**src/rtl/sdq_pkg.sv**
```systemverilog
// Shared types and constants for the sorted double-ended queue.
`default_nettype none
package sdq_pkg;

  localparam int CAPACITY   = 16;
  localparam int DATA_WIDTH = 32;
  localparam int IDX_W      = $clog2(CAPACITY);
  localparam int CNT_W      = $clog2(CAPACITY + 1);
  localparam int MODE_W     = 2;
  localparam int STATUS_W   = 2;
  localparam int OCC_W      = 5;

  typedef enum logic [MODE_W-1:0] {
    MODE_INSERT  = 2'd0,
    MODE_POP_MIN = 2'd1,
    MODE_POP_MAX = 2'd2,
    MODE_NONE    = 2'd3
  } mode_e;

  typedef enum logic [STATUS_W-1:0] {
    ST_OK    = 2'd0,
    ST_EMPTY = 2'd1,
    ST_FULL  = 2'd2
  } status_e;

  typedef enum logic [1:0] {
    CELL_HOLD,
    CELL_INSERT,
    CELL_SHIFT
  } cell_op_e;

  typedef logic signed [DATA_WIDTH-1:0] data_t;

  // Broadcast to every cell of the chain.
  typedef struct packed {
    cell_op_e op;
    data_t    ins_value;
  } cell_ctrl_t;

endpackage
`default_nettype wire

```
**src/rtl/sdq_cell.sv**
```systemverilog
// One slot of the sorted chain: holds a word and trades it with its neighbors.
`default_nettype none
module sdq_cell
  import sdq_pkg::*;
(
  input  wire             clk_i,
  input  wire cell_ctrl_t ctrl_i,
  input  wire             occ_i,       // slot lies below the current count
  input  wire             left_lt_i,   // left neighbor keeps its word on insert
  input  wire data_t      left_val_i,
  input  wire data_t      right_val_i,
  output logic            lt_o,
  output data_t           val_o
);

  data_t val_q;
  data_t val_d;

  // Stored word sorts strictly below the incoming one.
  assign lt_o  = occ_i && (val_q < ctrl_i.ins_value);
  assign val_o = val_q;

  always_comb begin
    val_d = val_q;
    case (ctrl_i.op)
      CELL_INSERT: begin
        // keep below the insert point, take the new word at it, shift up above it
        if (lt_o) begin
          val_d = val_q;
        end else if (left_lt_i) begin
          val_d = ctrl_i.ins_value;
        end else begin
          val_d = left_val_i;
        end
      end
      CELL_SHIFT: val_d = right_val_i;
      default:    val_d = val_q;
    endcase
  end

  always_ff @(posedge clk_i) begin
    val_q <= val_d;
  end

endmodule
`default_nettype wire

```
**src/rtl/sorted_double_ended_queue_core.sv**
```systemverilog
// Top level of the sorted double-ended queue: cell chain, count and result register.
// Keeps up to 16 signed 32-bit words in ascending order in a row of cells. Every
// command (insert, remove smallest, remove largest) is accepted at once: busy never
// rises, so a command may be issued on every clock. The cells all update at the
// edge that accepts the command, each comparing its word with the new one and
// taking its own, its left or its right neighbor's word. The result appears on
// the result ports in the cycle after acceptance, marked by done_o for exactly one
// cycle; it must be taken then, since nothing holds it.
`default_nettype none
module sorted_double_ended_queue_core
  import sdq_pkg::*;
(
  input  wire                         clk_i,
  input  wire                         rst_ni,
  input  wire                         start,
  output logic                        busy,
  input  wire  [MODE_W-1:0]           mode_i,
  input  wire  signed [DATA_WIDTH-1:0] value_i,
  output logic                        done_o,
  output logic signed [DATA_WIDTH-1:0] result_value_o,
  output logic [STATUS_W-1:0]         status_o,
  output logic [OCC_W-1:0]            occupancy_o
);

  logic [CNT_W-1:0] count_q, count_d;
  logic             done_q, done_d;
  data_t            res_q, res_d;
  status_e          status_q, status_d;

  cell_ctrl_t ctrl;
  data_t      vals [CAPACITY];
  logic       lts  [CAPACITY];
  logic       accept;
  logic       full, empty;
  logic [IDX_W-1:0] top_idx;

  assign busy    = 1'b0;
  assign accept  = start && !busy;
  assign full    = (count_q == CNT_W'(CAPACITY));
  assign empty   = (count_q == '0);
  assign top_idx = IDX_W'(count_q - CNT_W'(1));

  always_comb begin
    count_d        = count_q;
    res_d          = '0;
    status_d       = ST_OK;
    done_d         = accept;
    ctrl.op        = CELL_HOLD;
    ctrl.ins_value = value_i;
    if (accept) begin
      case (mode_e'(mode_i))
        MODE_INSERT: begin
          if (full) begin
            status_d = ST_FULL;
          end else begin
            ctrl.op = CELL_INSERT;
            count_d = count_q + CNT_W'(1);
            res_d   = value_i;
          end
        end
        MODE_POP_MIN: begin
          if (empty) begin
            status_d = ST_EMPTY;
          end else begin
            ctrl.op = CELL_SHIFT;
            count_d = count_q - CNT_W'(1);
            res_d   = vals[0];
          end
        end
        MODE_POP_MAX: begin
          if (empty) begin
            status_d = ST_EMPTY;
          end else begin
            count_d = count_q - CNT_W'(1);
            res_d   = vals[top_idx];
          end
        end
        default: ;
      endcase
    end
  end

  for (genvar i = 0; i < CAPACITY; i++) begin : g_cell
    logic  left_lt;
    data_t left_val;
    data_t right_val;
    logic  occ;

    assign occ = (CNT_W'(i) < count_q);
    if (i == 0) begin : g_first
      // slot zero is always at or above the insert point
      assign left_lt  = 1'b1;
      assign left_val = value_i;
    end else begin : g_mid
      assign left_lt  = lts[i-1];
      assign left_val = vals[i-1];
    end
    if (i == CAPACITY - 1) begin : g_last
      assign right_val = '0;
    end else begin : g_inner
      assign right_val = vals[i+1];
    end

    sdq_cell u_cell (
      .clk_i       (clk_i),
      .ctrl_i      (ctrl),
      .occ_i       (occ),
      .left_lt_i   (left_lt),
      .left_val_i  (left_val),
      .right_val_i (right_val),
      .lt_o        (lts[i]),
      .val_o       (vals[i])
    );
  end

  always_ff @(posedge clk_i or negedge rst_ni) begin
    if (!rst_ni) begin
      count_q  <= '0;
      done_q   <= 1'b0;
      status_q <= ST_OK;
    end else begin
      count_q  <= count_d;
      done_q   <= done_d;
      status_q <= status_d;
    end
  end

  always_ff @(posedge clk_i) begin
    res_q <= res_d;
  end

  assign done_o         = done_q;
  assign result_value_o = res_q;
  assign status_o       = status_q;
  assign occupancy_o    = OCC_W'(count_q);

endmodule
`default_nettype wire

```
**config.mk**
```make
export PLATFORM = sky130hd
export DESIGN_NAME = sorted_double_ended_queue_core
export DESIGN_NICKNAME = d
export VERILOG_FILES = /design/src/rtl/sdq_pkg.sv /design/src/rtl/sdq_cell.sv /design/src/rtl/sorted_double_ended_queue_core.sv
export SDC_FILE = /design/constraint.sdc
export NUM_CORES = 2
export LEC_CHECK = 0
export BUFFER_PORTS_ARGS = -buffer_cell sky130_fd_sc_hd__buf_2
export CORE_ASPECT_RATIO = 1.5
export CORE_MARGIN = 4
export CORE_UTILIZATION = 50
export DETAILED_ROUTE_END_ITERATION = 16
export PLACE_DENSITY = 0.76
export REMOVE_ABC_BUFFERS = 1
export SLEW_MARGIN = 10
export SYNTH_ARGS = -nofsm -noshare
export SYNTH_HDL_FRONTEND = slang
export SYNTH_SLANG_ARGS = --single-unit
```
**constraint.sdc**
```tcl
create_clock -name clk_i -period 12.3 [get_ports clk_i]
set_clock_uncertainty 0.15 [all_clocks]
set_input_delay 0.615 -clock clk_i [delete_from_list [all_inputs] [get_ports clk_i]]
set_output_delay 0.615 -clock clk_i [all_outputs]
set_load 0.05 [all_outputs]
```
==> run_results.csv <==
group,metric,value,unit
critical_path,r2r_setup_slack,5.99,ns
cts,cts_tree,"yes",
cts,postCtsResizedCells,0,
timing,timing.setup.tns,0,ns
global_route,via_count_of_the_first_global_routing_pass,35600,
critical_path,worst_r2r_path_depth,10,
timing,finalSetupViolCount,0,
global_route,initial_antenna_violation_count,5,
synthesis,post_synth_fa_ha_maj_area_fraction,14.9,%
detailed_routing,totalWireLength,168,mm
final_layout,area_growth,7.61,%
cts,clock_sinks,552,
synthesis,synth_enable_flop_cells,512,
status,run_status,"finished with violations",
hold_path,worstHoldPathType,"input pin to async pin",
synthesis,yosys-mux-area-fraction,15.3,%
floorplan,placeable_area,83900,µm²
final_layout,mostFrequentLayoutCells,"sky130_fd_sc_hd__nand2_1, sky130_fd_sc_hd__edfxtp_1, sky130_fd_sc_hd__ha_1",
timing,hold_viol_final,0,
critical_path,worst_ep_required,12.64,ns
pwr,pwr_per_cell_area,194,nW/µm²
pwr,internal-power,5.12,mW
floorplan,area_of_the_die,89600,µm²
floorplan,std_cell_rows,130,
critical_path,start_kind,"flip-flop",
synthesis,ys_ff_latch,552,
timing,period_share,51.3,%
critical_path,cp_cell_sequence,"inv_1, ha_4, a31oi_4, buf_4, buf_4, or2_4, buf_4, buf_4, nand2_1, o211ai_1",
cts,cts.root.buffer_cell,"sky130_fd_sc_hd__clkbuf_16",
placement,gp_routability_congestion,1.03,
global_route,grt_overflow_total,0,
global_route,grt_max_degree,243,
synthesis,ys_types,73,
synthesis,synth_compound_gate_area_share,15.7,%
cts,cts_hold_buffers,2,
floorplan,chipWidth,246,µm
detailed_routing,first_iter_violations,5575,
floorplan,fp.dieH,365,µm
final_layout,share_of_post_route_cells_with_drive_strength_above_1,11.8,%
synthesis,async_flop_share,1.45,%
synthesis,syn-mean-instance-area,10.6,µm²
pwr,finalPower,8.85,mW
critical_path,worstPathArrival,6.64,ns
pwr,ir_worst_vdd,260,µV
placement,placement.io_buffers,76,
timing,timing_max_transition_violations_final,2,
floorplan,floorplan.initialDensity,50.5,%
timing,max_freq,0.159,GHz
placement,dpl.hpwl,110,mm
pwr,combinationalPowerShare,47.7,%
timing,timing_worst_slew_pin_value,1.56,ns
cts,cts.reportedPaths.clkPinSlew,0.06,ns
critical_path,crit_top_cell,"sky130_fd_sc_hd__buf_4",
final_layout,final.fill_count,7367,
synthesis,post_synth_xor_area_fraction,0.145,%
cts,clk_path_buf_depth,3,
critical_path,worstReg2RegStart,"occupancy_o[0]$_DFFE_PN0P_",
detailed_routing,detailedRoute.firstPassIterationCount,7,
detailed_routing,via_per_inst,7.19,
detailed_routing,detail_route.wl_per_cell,32.9,µm
critical_path,critical-path-top-delay-family,"buffers and inverters",
pwr,switching_share,42.2,%
cts,cts-buffers-inserted,58,
critical_path,critical_path.n_buffers_inverters,5,
final_layout,num-nets-final,4467,
pwr,power.net_switching,3.73,mW
critical_path,worstSetupPathType,"flip-flop to flip-flop",
final_layout,mostFrequentLayoutCell,"sky130_fd_sc_hd__nand2_1",
synthesis,ys_seq_area_share,38.3,%
pwr,power.clock.fraction,21.0,%
synthesis,synth-warning-count,0,
critical_path,critical_path.endpoint_type,"flip-flop",
timing,timing.slew.headroom,-5.39,%
critical_path,crit-reg2reg-capture,"g_cell[1].u_cell.val_o[13]$_DFFE_PP_",
status,violations,"max-capacitance violations, max-slew violations",
detailed_routing,drtAntennaViolNets,0,
floorplan,num_io_pins,78,
cts,htree_levels,2,
synthesis,synthSimpleGateAreaFrac,12.0,%
pwr,sequentialPowerShare,31.2,%
global_route,grt_pass1_wl,241,mm
synthesis,synth.cell_area,42400,µm²
critical_path,worst-path-max-fanout,68,
timing,rsz0062_at_grt,"false",
synthesis,synth_top_flop_cell,"sky130_fd_sc_hd__edfxtp_1",
critical_path,critPathSlowestCell,"sky130_fd_sc_hd__dfrtp_4",
synthesis,dominant_combinational_cell_family_by_area_after_synthesis,"compound AO/OA/AOI/OAI gates",
detailed_routing,drc_errors,0,
final_layout,multi_input_comb_area,25000,µm²
cts,worst_skew_pair.late_latency,0.67,ns
global_route,grt.total_usage,36.5,%
critical_path,crit_path_max_incr_delay,0.88,ns
detailed_routing,via_count,36700,
job,timing.max_cap.violations,1,
pwr,leakage,18.1,nW
final_layout,layout.area.seq,16200,µm²
timing,holdWs,0.173,ns
synthesis,synth_cells,3998,
timing,period_needed,6.31,ns
cts,postCtsSetupRepairBufs,0,
==> flip-flops by register name (all words and copies together), names as in the netlist <==
signal,count
done_o,1
g_cell.u_cell.val_o,512
occupancy_o,5
result_value_o,32
status_o,2
==> cell families after synthesis <==
kind of cell	Yosys count
AOI/OAI and AO/OA	1009
adders and majority gates	504
buffers and inverters	320
DFF	552
and+or+nand+nor	1116
muxes	489
other	1
xor gates and xnor gates	7
==> worst max path at each step <==
stage	start	to	cells after the start
after floorplan	occupancy_o[0]$_DFFE_PN0P_	g_cell[7].u_cell.val_o[0]$_DFFE_PP_	7
after global placement	occupancy_o[0]$_DFFE_PN0P_	g_cell[11].u_cell.val_o[0]$_DFFE_PP_	10
after detailed placement	occupancy_o[0]$_DFFE_PN0P_	g_cell[9].u_cell.val_o[13]$_DFFE_PP_	10
after CTS	occupancy_o[0]$_DFFE_PN0P_	g_cell[1].u_cell.val_o[13]$_DFFE_PP_	10
after global routing	occupancy_o[0]$_DFFE_PN0P_	g_cell[3].u_cell.val_o[14]$_DFFE_PP_	12
final	occupancy_o[0]$_DFFE_PN0P_	g_cell[1].u_cell.val_o[13]$_DFFE_PP_	10
==> power by group through the flow <==
stage                     registers [mW]  clock network [mW]  logic, mW
after floorplan                     2.82                   0       2.97
after detailed placement            2.78                   0       4.05
final                               2.76                1.86       4.22
after CTS                           2.75                1.87       4.07
after global placement              2.78                   0       3.95
after global routing                2.78                1.94       4.37
==> Yosys cell counts, types with 19 or more instances <==
cell	n	share of area [%]
sky130_fd_sc_hd__a211oi_1	57	1.0
sky130_fd_sc_hd__a21o_1	110	1.9
sky130_fd_sc_hd__a21oi_1	179	2.1
sky130_fd_sc_hd__a222oi_1	32	0.76
sky130_fd_sc_hd__and4_1	21	0.43
sky130_fd_sc_hd__buf_2	65	0.77
sky130_fd_sc_hd__buf_6	26	0.69
sky130_fd_sc_hd__clkbuf_1	153	1.4
sky130_fd_sc_hd__dfxtp_1	32	1.5
sky130_fd_sc_hd__edfxtp_1	512	36
sky130_fd_sc_hd__ha_1	504	15
sky130_fd_sc_hd__inv_1	45	0.40
sky130_fd_sc_hd__mux2i_1	360	8.5
sky130_fd_sc_hd__mux4_2	128	6.8
sky130_fd_sc_hd__nand2_1	606	5.4
sky130_fd_sc_hd__nand3_1	120	1.4
sky130_fd_sc_hd__nand4_1	62	0.92
sky130_fd_sc_hd__nor2_1	121	1.1
sky130_fd_sc_hd__nor2b_1	53	0.78
sky130_fd_sc_hd__nor3_1	19	0.22
sky130_fd_sc_hd__o211ai_1	102	1.8
sky130_fd_sc_hd__o21ai_0	314	3.7
sky130_fd_sc_hd__o21ai_1	54	0.64
sky130_fd_sc_hd__o221a_2	62	1.6
sky130_fd_sc_hd__or3_1	69	1.0
==> metrics by stage <==
stage | utilization (%) | worst slack, ns | instances | area [µm²]
floorplan | - | -19.17 | 3723 | 41000
global placement | 52.0 | 6.37 | 4986 | 43600
detailed placement | 52.0 | 6.26 | 4986 | 43600
CTS | 54.3 | 6.26 | 5098 | 45600
global route | 54.3 | 5.95 | 5098 | 45600
finish | 54.3 | 5.99 | 5102 | 45600
==> per-layer routing <==
metal	wire length [µm]	global-route usage, %	up-vias	share of wire [%]
li1	-	-	15400	-
met1	52800	39.8	17400	31
met2	75000	57.4	2918	45
met3	18200	8.46	1018	11
met4	21800	36.7	2	13
met5	13	0	-	0.0077
==> cell type report <==
cell class                 count  area share [%]
antenna                        4          0.0220
clock inverter                34           0.757
multi-input combinational   3126            54.7
clock buffer                  76            3.47
timing repair buffer         143            2.00
tap                         1122            3.08
inverter                      45           0.370
sequential                   552            35.6
Power figures use the tool's default switching activity.
